--- config.mk ---
export PLATFORM = sky130hd
export DESIGN_NAME = aet_head
export DESIGN_NICKNAME = d
export VERILOG_FILES = /design/src/hdl/aet_pkg.sv /design/src/hdl/aet_head.sv
export SDC_FILE = /design/constraint.sdc
export NUM_CORES = 1
export LEC_CHECK = 0
export BUFFER_PORTS_ARGS = -buffer_cell sky130_fd_sc_hd__clkbuf_2
export CAP_MARGIN = 20
export CORE_AREA = 2 2 164 166
export DETAILED_ROUTE_END_ITERATION = 16
export DIE_AREA = 0 0 166 168
export PLACE_DENSITY = 0.54
export SETUP_SLACK_MARGIN = 0.5
export SLEW_MARGIN = 20
export SYNTH_ARGS = -nofsm -noshare
export SYNTH_HDL_FRONTEND = slang
export SYNTH_SLANG_ARGS = --single-unit
--- constraint.sdc ---
create_clock -name vclk -period 4.5
set_input_delay 0.45 -clock vclk [all_inputs]
set_output_delay 0.45 -clock vclk [all_outputs]
set_load 0.005 [all_outputs]
--- src/hdl/aet_pkg.sv ---
// ----------------------------------------------------------------------------
// aet_pkg: shared types and constants
// Command codes, status codes, FSM states, config defaults and payload structs.
// ----------------------------------------------------------------------------
package aet_pkg;

  typedef enum logic [2:0] {
    CMD_REGISTER = 3'd0,
    CMD_LOOKUP   = 3'd1,
    CMD_DEREG    = 3'd2,
    CMD_COUNT    = 3'd3,
    CMD_TICK     = 3'd4
  } cmd_e;

  typedef enum logic [1:0] {
    ST_OK       = 2'd0,
    ST_NOTFOUND = 2'd1,
    ST_FULL     = 2'd2
  } status_e;

  typedef enum logic [1:0] {S_IDLE, S_PASS1, S_PASS2, S_RESP} state_e;

  localparam logic [0:0] CFG_TTL   = 1'b0;
  localparam logic [0:0] CFG_REAP  = 1'b1;
  localparam logic [15:0] TTL_RESET  = 16'd30;
  localparam logic [15:0] REAP_RESET = 16'd10;

  typedef struct packed {
    logic [2:0]  command;
    logic [31:0] service_key;
    logic [31:0] endpoint_ip;
    logic [15:0] endpoint_port;
  } req_t;

  typedef struct packed {
    logic [1:0]  status;
    logic [31:0] found_ip;
    logic [15:0] found_port;
    logic [6:0]  entry_count;
  } rsp_t;

  typedef struct packed {
    logic [31:0] key;
    logic [31:0] ip;
    logic [15:0] port;
    logic [31:0] stamp;
    logic [31:0] served;
    logic        active;
  } slot_t;

  typedef struct packed {
    logic [2:0]  command;
    logic [31:0] key;
    logic [31:0] ip;
    logic [15:0] port;
    logic [31:0] now;
    logic [15:0] ttl;
    logic        reap;
  } ctl_t;

endpackage

--- src/hdl/aet_head.sv ---
// ----------------------------------------------------------------------------
// aet_head: chain head processing
// Inspects the slot leaving the chain on each pass and rewrites it on the second.
// ----------------------------------------------------------------------------
module aet_head (
  input  aet_pkg::ctl_t  ctl_i,
  input  aet_pkg::slot_t slot_i,
  input  logic           pass2_i,
  input  logic           pick_i,
  output logic           fresh_o,
  output logic           exact_o,
  output aet_pkg::slot_t slot_o
);
  import aet_pkg::*;

  logic [31:0] age;

  always_comb begin
    age     = ctl_i.now - slot_i.stamp;
    fresh_o = slot_i.active && (age < {16'd0, ctl_i.ttl});
    exact_o = slot_i.active && slot_i.key == ctl_i.key && slot_i.ip == ctl_i.ip &&
              slot_i.port == ctl_i.port;
    slot_o  = slot_i;
    if (pass2_i && pick_i) begin
      case (ctl_i.command)
        CMD_REGISTER: begin
          if (!slot_i.active) begin
            slot_o.key    = ctl_i.key;
            slot_o.ip     = ctl_i.ip;
            slot_o.port   = ctl_i.port;
            slot_o.served = 32'd0;
            slot_o.active = 1'b1;
          end
          slot_o.stamp = ctl_i.now;
        end
        CMD_LOOKUP: begin
          if (slot_i.served != 32'hFFFF_FFFF) slot_o.served = slot_i.served + 32'd1;
        end
        CMD_DEREG: slot_o.active = 1'b0;
        default: ;
      endcase
    end
    if (pass2_i && ctl_i.command == CMD_TICK && ctl_i.reap && slot_i.active && !fresh_o) begin
      slot_o.active = 1'b0;
    end
  end
endmodule
**Yosys cells after proc, flatten, opt, wreduce, memory -nomap -nowiden**

Index checks and enable logic that the tools add are counted.

- Magnitude comparators: 1
- Mux-type cells: 8
- Equality and inequality tests: 7
- Add/subtract/negate cells: 2
- Reduce and logical (&&, ||, !) cells: 11

Operators with widths:

| operator | number |
|---|---|
| $mux 145 | 1 |
| $mux 112 | 1 |
| $mux 80 | 1 |
| $eq 32x32->1 | 2 |
| $pmux 32 s2 | 1 |
| $mux 33 | 1 |
| $add 32x1->32 const B | 1 |
| $lt 32x16->1 | 1 |
| $mux 32 | 1 |
| $ne 32x32->1 const B | 1 |
| $sub 32x32->32 | 1 |
| $eq 16x16->1 | 1 |
| $logic_and 1x1->1 | 9 |
| $eq 3x1->1 const B | 1 |
| $eq 3x2->1 const B | 1 |
| $eq 3x3->1 const B | 1 |
| $logic_not 3->1 | 1 |
| $pmux 1 s2 | 1 |
| $logic_not 1->1 | 1 |
| $mux 1 | 1 |

- Input port bits: 279
- Bits in registers: 0

**Logic depth before layout (Yosys ltp)**

Gate-level depths: netlist of the first run.

- Depth after elaboration: 6
- Depth in mapped cells: 19
- Gate-level depth less buffers: 19

**Worst setup path after synthesis of the first run**

No wires, ideal clock.

- Path type: input -> output
- Start: input ctl_i[17] (netlist name)
- End: output fresh_o
- Setup slack: 0.109 ns
- Data required time: 4.050 ns
- Cell stages on the path: 17
- Arrival time: 3.941 ns
- Path buffers: 0
- Cell sequence: inv_1 -> ha_1 -> fa_1 -> nor2b_1 -> o2111ai_1 -> a21oi_2 -> nor3_1 -> xnor2_1 -> ha_1 -> a21oi_1 -> a21boi_0 -> or4_1 -> a2111oi_0 -> nor4b_2 -> and3b_1 -> nand4_1 -> nor4b_2

- Word-level cells in the longest chain between the ends: 3

RTL lines:

| element | line | RTL |
|---|---|---|
| from (decl) | aet_head.sv:6 | `input aet_pkg::ctl_t ctl_i,` |
| $sub 32x32->32 | aet_head.sv:19 | `age = ctl_i.now - slot_i.stamp;` |
| $lt 32x16->1 | aet_head.sv:20 | `fresh_o = slot_i.active && (age < {16'd0, ctl_i.ttl});` |
| $logic_and 1x1->1 | aet_head.sv:20 |  |
| to (decl) | aet_head.sv:10 | `output logic fresh_o,` |

No other way between the ends.

**Worst setup path after layout of the first run**

Same ends and word-level chain as after synthesis.

==> results.toml, run 1 <==
[status]
status = "complete, but fails checks"
violations = "setup timing"

[global_route]
grt_pass1_wl_um = 49000
grt_usage = 0.223
grt_pass1_vias = 8415
grt_max_degree = 94
grt_overflow = 0
antenna_found_initial = 6

[run]
maxCapViolCount = 0

[place]
placed_cell_area_um2 = 8820
io_buffers = 426
dpl.cell_count = 1688
gp_congestion = 0.905
dp_hpwl_um = 29600

[route]
wirelength_um = 33200
drt_pre_antenna_iters = 5
vias_per_cell = 5.11
ant_nets = 0
drt_iter0_markers = 383
dr_total_vias = 8672
drt-wirelength-per-cell_um = 19.5
drc = 0

[timing]
setup_viol = 1
final.period_utilization = 1.03
rsz0062_at_grt = "true"
timing.hold.ws_ps = 1170
slew_violations = 0
worst_pin_slew_ps = 1060
relSlewSlack = 0.291
fin_crit_ps = 4610
clock.fmax_mhz = 217
final_hold_viol_count = 0
worst_slack_ps = -114

[finish]
nClkBuffers = 0
nFillCells = 2964
fin_area_um2 = 9060
finish.utilization = 0.344
ff_latch_area_um2 = 0
nFlopsAndLatches = 0
multi_input_area_um2 = 5670
area_growth_pct = 51.4
fin_nets = 1682
drive_above_1_share = 0.458
final_cells = 1696

[logic_synthesis]
synth_top_area_frac = 0.135
ys_top_cells_by_count = "97 x nand2_1, 96 x o21ai_0, 89 x inv_1"
synth.yosys.seq_area_share = 0
netlist_area_um2 = 5990
syn-num-nets = 1231
yosysTopAreaCell = "mux2_2"
ys_warn_count = 0
synthTopCellsByArea = "mux2_2 14%, ha_1 9.8%, o21ai_0 8.0%"
synth_cell_types = 80
netlist_instances = 904
post_synth.cell_area_avg_um2 = 6.62
synth_most_common_cell = "nand2_1"

[hold_path]
hold_path.class = "input pin to primary output"

[floorplanning]
ios = 426
core-area_um2 = 26400
fp.dieArea_um2 = 27900
die_h_um = 168
start_util = 0.227
die_w_um = 166
rows = 60

[clock_tree]
post_cts_hold_buffer_count = 0

[power_and_ir_drop]
peakVddDrop_mv = 0.0452
p_per_area_nw_per_um2 = 110
leakagePower_nw = 4.42

[worst_setup_path]
crit_path_end_kind = "primary output"
startpoint_type = "input pin"
crit_required_ps = 4050
criticalPathCategory = "input pin to primary output"
crit_path_max_fanout = 3
arrival_ps = 4160
==> kinds of logic (layout without fill, tap and decap cells) <==
family                     Yosys count  count (layout)  synth area share
AOI/OAI and AO/OA                  280             280             0.299
other                                0               2                 0
buffers and inverters              127             576            0.0874
adders and majority gates           48              48             0.102
and+or+nand+nor                    301             301             0.265
xor gates and xnor gates            73              73             0.107
muxes                               75              75             0.140
==> cell usage in the layout (no fill, tap or decap), drive strengths merged, types with 32 or more instances in the layout <==
cell type  instances
buf               63
mux2              72
inv               90
a21oi             43
nor2              44
xnor2             41
xor2              32
nand4             33
ha                47
nand2             97
o21ai            110
clkbuf           423
==> per-layer routing <==
metal  GRT usage  part of all wire  wire, µm  up-vias
li1            -                 -         -     4261
met1       0.247              0.37     12300     4004
met2       0.428              0.52     17300      342
met3      0.0374             0.062      2070       61
met4      0.0767             0.043      1420        4
met5           0           0.00051        17        -
==> worst paths after layout <==
kind	from	to	slack (ps)	cells past startpoint
worst max-delay path	ctl_i[17]	fresh_o	-110	19
worst min-delay path	slot_i[32]	slot_o[32]	1170	3
==> area by class of cell <==
type | count | share of cell area
antenna | 2 | 0.000552
inverter | 90 | 0.0378
tap | 341 | 0.0471
timing repair buffer | 486 | 0.289
multi-input combinational | 777 | 0.626
==> where the power goes <==
group,switching [W],total [W],internal (W)
Sequential,0,0,0
Combinational,0.000534,0.000996,0.000462
Clock,0,0.0000000000595,0.0000000000595
==> per-stage QoR <==
step                setup TNS (ps)  worst slack, ps  total power [W]
CTS                           -161            -99.0         0.000985
floorplan                        0              371         0.000504
detailed placement            -717             -411         0.000956
global route                  -591             -323          0.00110
finish                        -114             -114         0.000996
global placement              -513             -313         0.000954
==> critical path, stage by stage <==
cell and delay, ps:
buf_8 80, inv_4 30, ha_4 150, fa_2 370, nor2b_4 160, o2111ai_4 170, a21oi_4 180, nor3_2 60
xnor2_1 190, ha_1 290, a21oi_2 140, a21boi_2 80, or4_1 480, a2111oi_2 220, nor4b_2 260, and3b_1 200
nand4_1 150, nor4b_4 340, clkbuf_2 170
==> timing repair <==
action,CTS,global route
pin swaps,4,18
buffers inserted,3,3
gates resized for setup,17,25
setup endpoints to repair,2,2
hold endpoints to repair,0,0
Power figures use the tool's default switching activity.
==> run 2: changes to the inputs <==
- BUFFER_PORTS_ARGS: -buffer_cell sky130_fd_sc_hd__clkbuf_2 -> not set
- DONT_BUFFER_PORTS: not set -> 1
- PLACE_DENSITY: 0.54 -> not set
==> run 2 against run 1 <==
  * The flow still finishes with violations (setup timing)
  * Hold slack lost 200 ps
  * Core utilization down 7.7 points
  * Count of clock-buffer cells in the layout is the same
  * Die area unchanged
  * Non-clock buffer count down 424
  * Wire length fell by 4.3%
  * Critical path depth shrank 1
==> results.toml, run 2 (synthesized netlist as in run 1, its figures left out) <==
[finish]
ff_latch_area_um2 = 0
finish.utilization = 0.267
layout_commonest_cell = "nand2_1"
final_cells = 1273
fin_nets = 1258
nClkBuffers = 0
nFlopsAndLatches = 0
drive_above_1_share = 0.215
area_growth_pct = 17.6
final_cell_mix = "97 x nand2_1, 95 x o21ai_0, 87 x inv_1"
nFillCells = 2918

[place]
gp_congestion = 0.983
io_buffers = 0
dpl.cell_count = 1261
dp_hpwl_um = 27700

[power_and_ir_drop]
p_per_area_nw_per_um2 = 110
p_comb_frac = 1.000
seq_power_share = 0
p_clk_frac = 0
peakVddDrop_mv = 0.0489
leakagePower_nw = 2.68
internal_power_w = 0.000344
power.switching_w = 0.000429
swShare = 0.555

[floorplanning]
ios = 426
die_h_um = 168
die_w_um = 166
fp.dieArea_um2 = 27900
rows = 60
core-area_um2 = 26400
start_util = 0.227

[global_route]
grt_pass1_vias = 6729
grtUsageMet2 = 0.404
grtUsageMet1 = 0.215
met3_usage = 0.0635
grt_max_degree = 94
grt_pass1_wl_um = 44400
antenna_found_initial = 1
grt_overflow = 0
grt_usage = 0.208
grt.busiest_layer = "met2"

[route]
dr_total_vias = 7180
drt_pre_antenna_iters = 5
wirelength_um = 31700
ant_nets = 0
drt-wirelength-per-cell_um = 24.9
drt_iter0_markers = 576
vias_per_cell = 5.64
drc = 0

[timing]
slew_violations = 0
clock.fmax_mhz = 221
final.period_utilization = 1.01
relSlewSlack = 0.342
setup_viol = 1
worst_pin_slew_ps = 983
fin_crit_ps = 4530
final_hold_viol_count = 0
tns_ps = -33.3
rsz0062_at_grt = "true"
worst_slack_ps = -33.3

[run]
maxCapViolCount = 0

[status]
status = "complete, but fails checks"
violations = "setup timing"

[worst_setup_path]
criticalPathCategory = "input pin to primary output"
crit_path_max_fanout = 3
crit_required_ps = 4050
startpoint_type = "input pin"
crit_path_end_kind = "primary output"
arrival_ps = 4080

[hold_path]
hold_depth = 1
hold_path.class = "input pin to primary output"
run 2: cell count changes in the layout (fill, tap and decap cells not counted), moves of 3 or more:
cell	before	now
clkbuf_2	423	0
ha_1	43	40
ha_4	4	7
o21ai_1	15	12
run 2: power by group through the flow:
stage	Sequential (W)	Combinational [W]	Clock, W
2_1_floorplan	0	0.000504	0
3_3_place_gp	0	0.000701	0
3_5_place_dp	0	0.000703	0
4_1_cts	0	0.000729	0
5_1_grt	0	0.000850	0
6_report	0	0.000773	0.0000000000898
run 2: worst max-delay path, cell delays in order:
cell and delay [ps]:
inv_12 10, ha_4 150, fa_2 370, nor2b_4 150, o2111ai_4 150, a21oi_4 180
nor3_2 60, xnor2_1 130, ha_1 340, a21oi_2 170, a21boi_2 80, or4_4 500
a2111oi_4 280, nor4b_4 230, and3b_1 190, nand4_1 150, nor4b_4 330, buf_4 160
run 2: layout make-up:
| cell class | count | area, µm² | share of cell area |
|---|---|---|---|
| Multi-Input combinational cell | 777 | 5760 | 0.819 |
| Timing Repair Buffer | 62 | 490 | 0.0697 |
| Tap cell | 341 | 427 | 0.0606 |
| Inverter | 90 | 350 | 0.0498 |
| Antenna cell | 3 | 7.51 | 0.00107 |
run 2: layer usage:
metal  share of wire  vias to the layer above
met4           0.031                        0
met5               0                        -
li1                -                     3409
met3           0.089                       26
met2            0.53                      342
met1            0.35                     3403
run 2: per-stage QoR:
stage / hold WS (ps) / power [W] / setup slack [ps] / instance area [µm²]
2_1_floorplan: 960 / 0.000504 / 371 / 6010
3_3_place_gp: 972 / 0.000701 / -194 / 6680
3_5_place_dp: 975 / 0.000703 / -283 / 6680
4_1_cts: 975 / 0.000729 / -21.6 / 6810
5_1_grt: 979 / 0.000850 / -250 / 7030
6_report: 975 / 0.000773 / -33.3 / 7040
run 2: what timing repair did:
| item | in CTS | in global routing |
|---|---|---|
| gates resized for setup | 20 | 27 |
| hold endpoints to repair | 0 | 0 |
| endpoints found under the setup margin | 2 | 2 |
| pin swaps | 9 | 13 |
| hold buffers | 0 | 0 |
| cloned | 0 | 0 |
| setup buffers | 5 | 3 |
run 2: path summary, 6_finish.rpt:
| kind | start | endpoint | slack (ps) |
|---|---|---|---|
| worst max-delay path | ctl_i[17] | fresh_o | -30 |
| worst min-delay path | slot_i[23] | slot_o[23] | 980 |
==> run 3: changes to the inputs <==
- ABC_AREA: not set -> 1
- CORE_AREA: 2 2 164 166 -> 2 2 166 168
- DIE_AREA: 0 0 166 168 -> 0 0 168 170
- PLACE_DENSITY_LB_ADDON: not set -> 0.08
==> run 3 against run 2 <==
  * The flow now finishes without violations
  * Sequential share of layout area unchanged
  * Cell count up 33%
  * Final area up 2.8%
==> results.toml, run 3 <==
[status]
status = "complete, no violations"

[route]
wirelength_um = 35000
drt-wirelength-per-cell_um = 20.6
drt_iter0_markers = 573
vias_per_cell = 5.00
ant_nets = 0
drt_pre_antenna_iters = 5
dr_total_vias = 8488
drc = 0

[finish]
nClkBuffers = 0
ff_latch_area_um2 = 0
layout_commonest_cell = "nand2_1"
nFillCells = 3189
area_growth_pct = 5.55
finish.utilization = 0.271
nFlopsAndLatches = 0
final_cell_mix = "413 x nand2_1, 268 x inv_1, 134 x nor2_1"
drive_above_1_share = 0.0612
multi_input_area_um2 = 5690
fin_nets = 1686
final_cells = 1699

[place]
io_buffers = 0
dpl.cell_count = 1698
gp_congestion = 0.917
dp_hpwl_um = 31600
place_ws_ps = 619

[power_and_ir_drop]
p_per_area_nw_per_um2 = 96.9
leakagePower_nw = 3.97
peakVddDrop_mv = 0.0212
total_power_w = 0.000701

[floorplanning]
core-area_um2 = 26700
die_h_um = 170
start_util = 0.257
die_w_um = 168
ios = 426
rows = 60
fp.dieArea_um2 = 28600

[timing]
final.period_utilization = 0.826
tns_ps = 0
relSlewSlack = 0.450
setup_viol = 0
fin_crit_ps = 3720
worst_pin_slew_ps = 821
slew_violations = 0
worst_slack_ps = 781
final_hold_viol_count = 0
clock.fmax_mhz = 269
rsz0062_at_grt = "false"

[global_route]
grt_usage = 0.228
grt_pass1_vias = 7963
grt_overflow = 0
grt_max_degree = 75
grt_pass1_wl_um = 49600
antenna_found_initial = 1

[run]
maxCapViolCount = 0

[logic_synthesis]
synth_top_area_frac = 0.227
synth.yosys.seq_area_share = 0
ys_warn_count = 0
netlist_instances = 1379
synth_most_common_cell = "nand2_1"
ys_top_cells_by_count = "414 x nand2_1, 269 x inv_1, 135 x nor2_1"
synth_cell_types = 51
yosysTopAreaCell = "nand2_1"
post_synth.cell_area_avg_um2 = 4.97
syn-num-nets = 1706
netlist_area_um2 = 6850
synthTopCellsByArea = "nand2_1 23%, inv_1 15%, ha_1 8.6%"

[worst_setup_path]
crit_path_end_kind = "primary output"
startpoint_type = "input pin"
cpMaxStageDelayCell = "ha_1"
crit_required_ps = 4050
criticalPathCategory = "input pin to primary output"
critPathBufInv = 1
cpMostUsedCell = "nand2_1"
crit_path_max_fanout = 4
crit_path_cell_trace = "inv_1 > ha_1 > nand2_1 > nor2_2 > and2_1 > nand2_1 > nand2_2 > xor2_1 > ha_1 > a21oi_1 > o211a_1 > nand2_1 > nor2_1 > nand2_1 > nor2_1 > nand2_1 > nor2_1 > nand3_2 > a21oi_2"
cp_top_family = "simple AND/OR/NAND/NOR gates"
cp_slowest_stage_delay_ps = 400
arrival_ps = 3270

[clock_tree]
post_cts_hold_buffer_count = 0

[hold_path]
hold_path.class = "input pin to primary output"
run 3: per-stage QoR:
stage,cell area (µm²),hold slack (ps)
finish,7230,1010
CTS,7220,1010
detailed placement,7220,1010
global route,7230,1020
floorplan,6850,1000
global placement,7220,1010
run 3: final cells by class:
type               count  area share
multi-input cells   1067       0.787
inverters            283       0.147
well taps            341      0.0590
repair buffers         7     0.00727
diodes                 1    0.000346
run 3: final timing paths:
path	from	end	slack, ps	depth (start not counted)
setup / recovery	slot_i[47]	slot_o[0]	780	19
hold / removal	slot_i[2]	slot_o[2]	1010	2
run 3: per-layer routing:
metal | wire length (µm) | up-vias | track usage
li1 | - | 4376 | -
met1 | 15200 | 3750 | 0.297
met2 | 16200 | 330 | 0.394
met4 | 969 | 0 | 0.0473
met3 | 2570 | 32 | 0.0423
met5 | 0 | - | 0
run 3: cells by family (layout without fill, tap and decap cells):
logic type	count (synthesis)	in the layout	share of synthesized area
and+or+nand+nor	701	701	0.441
buffers and inverters	312	290	0.174
AOI/OAI and AO/OA	255	255	0.209
adders and majority gates	48	48	0.0887
xor gates and xnor gates	44	44	0.0562
muxes	19	19	0.0310
other	0	1	0
run 3: repair_timing:
item,4_1_cts,5_1_grt
setup endpoints to repair,0,2
gates resized for setup,0,4
buffers inserted,0,0
run 3: report_power, final:
part              internal [W]        total [W]  leakage (nW)  switching, W
registers                    0                0             0             0
clock network  0.0000000000297  0.0000000000297    0.00000634             0
logic                 0.000242         0.000701          3.97      0.000459
total                 0.000242         0.000701          3.97      0.000459
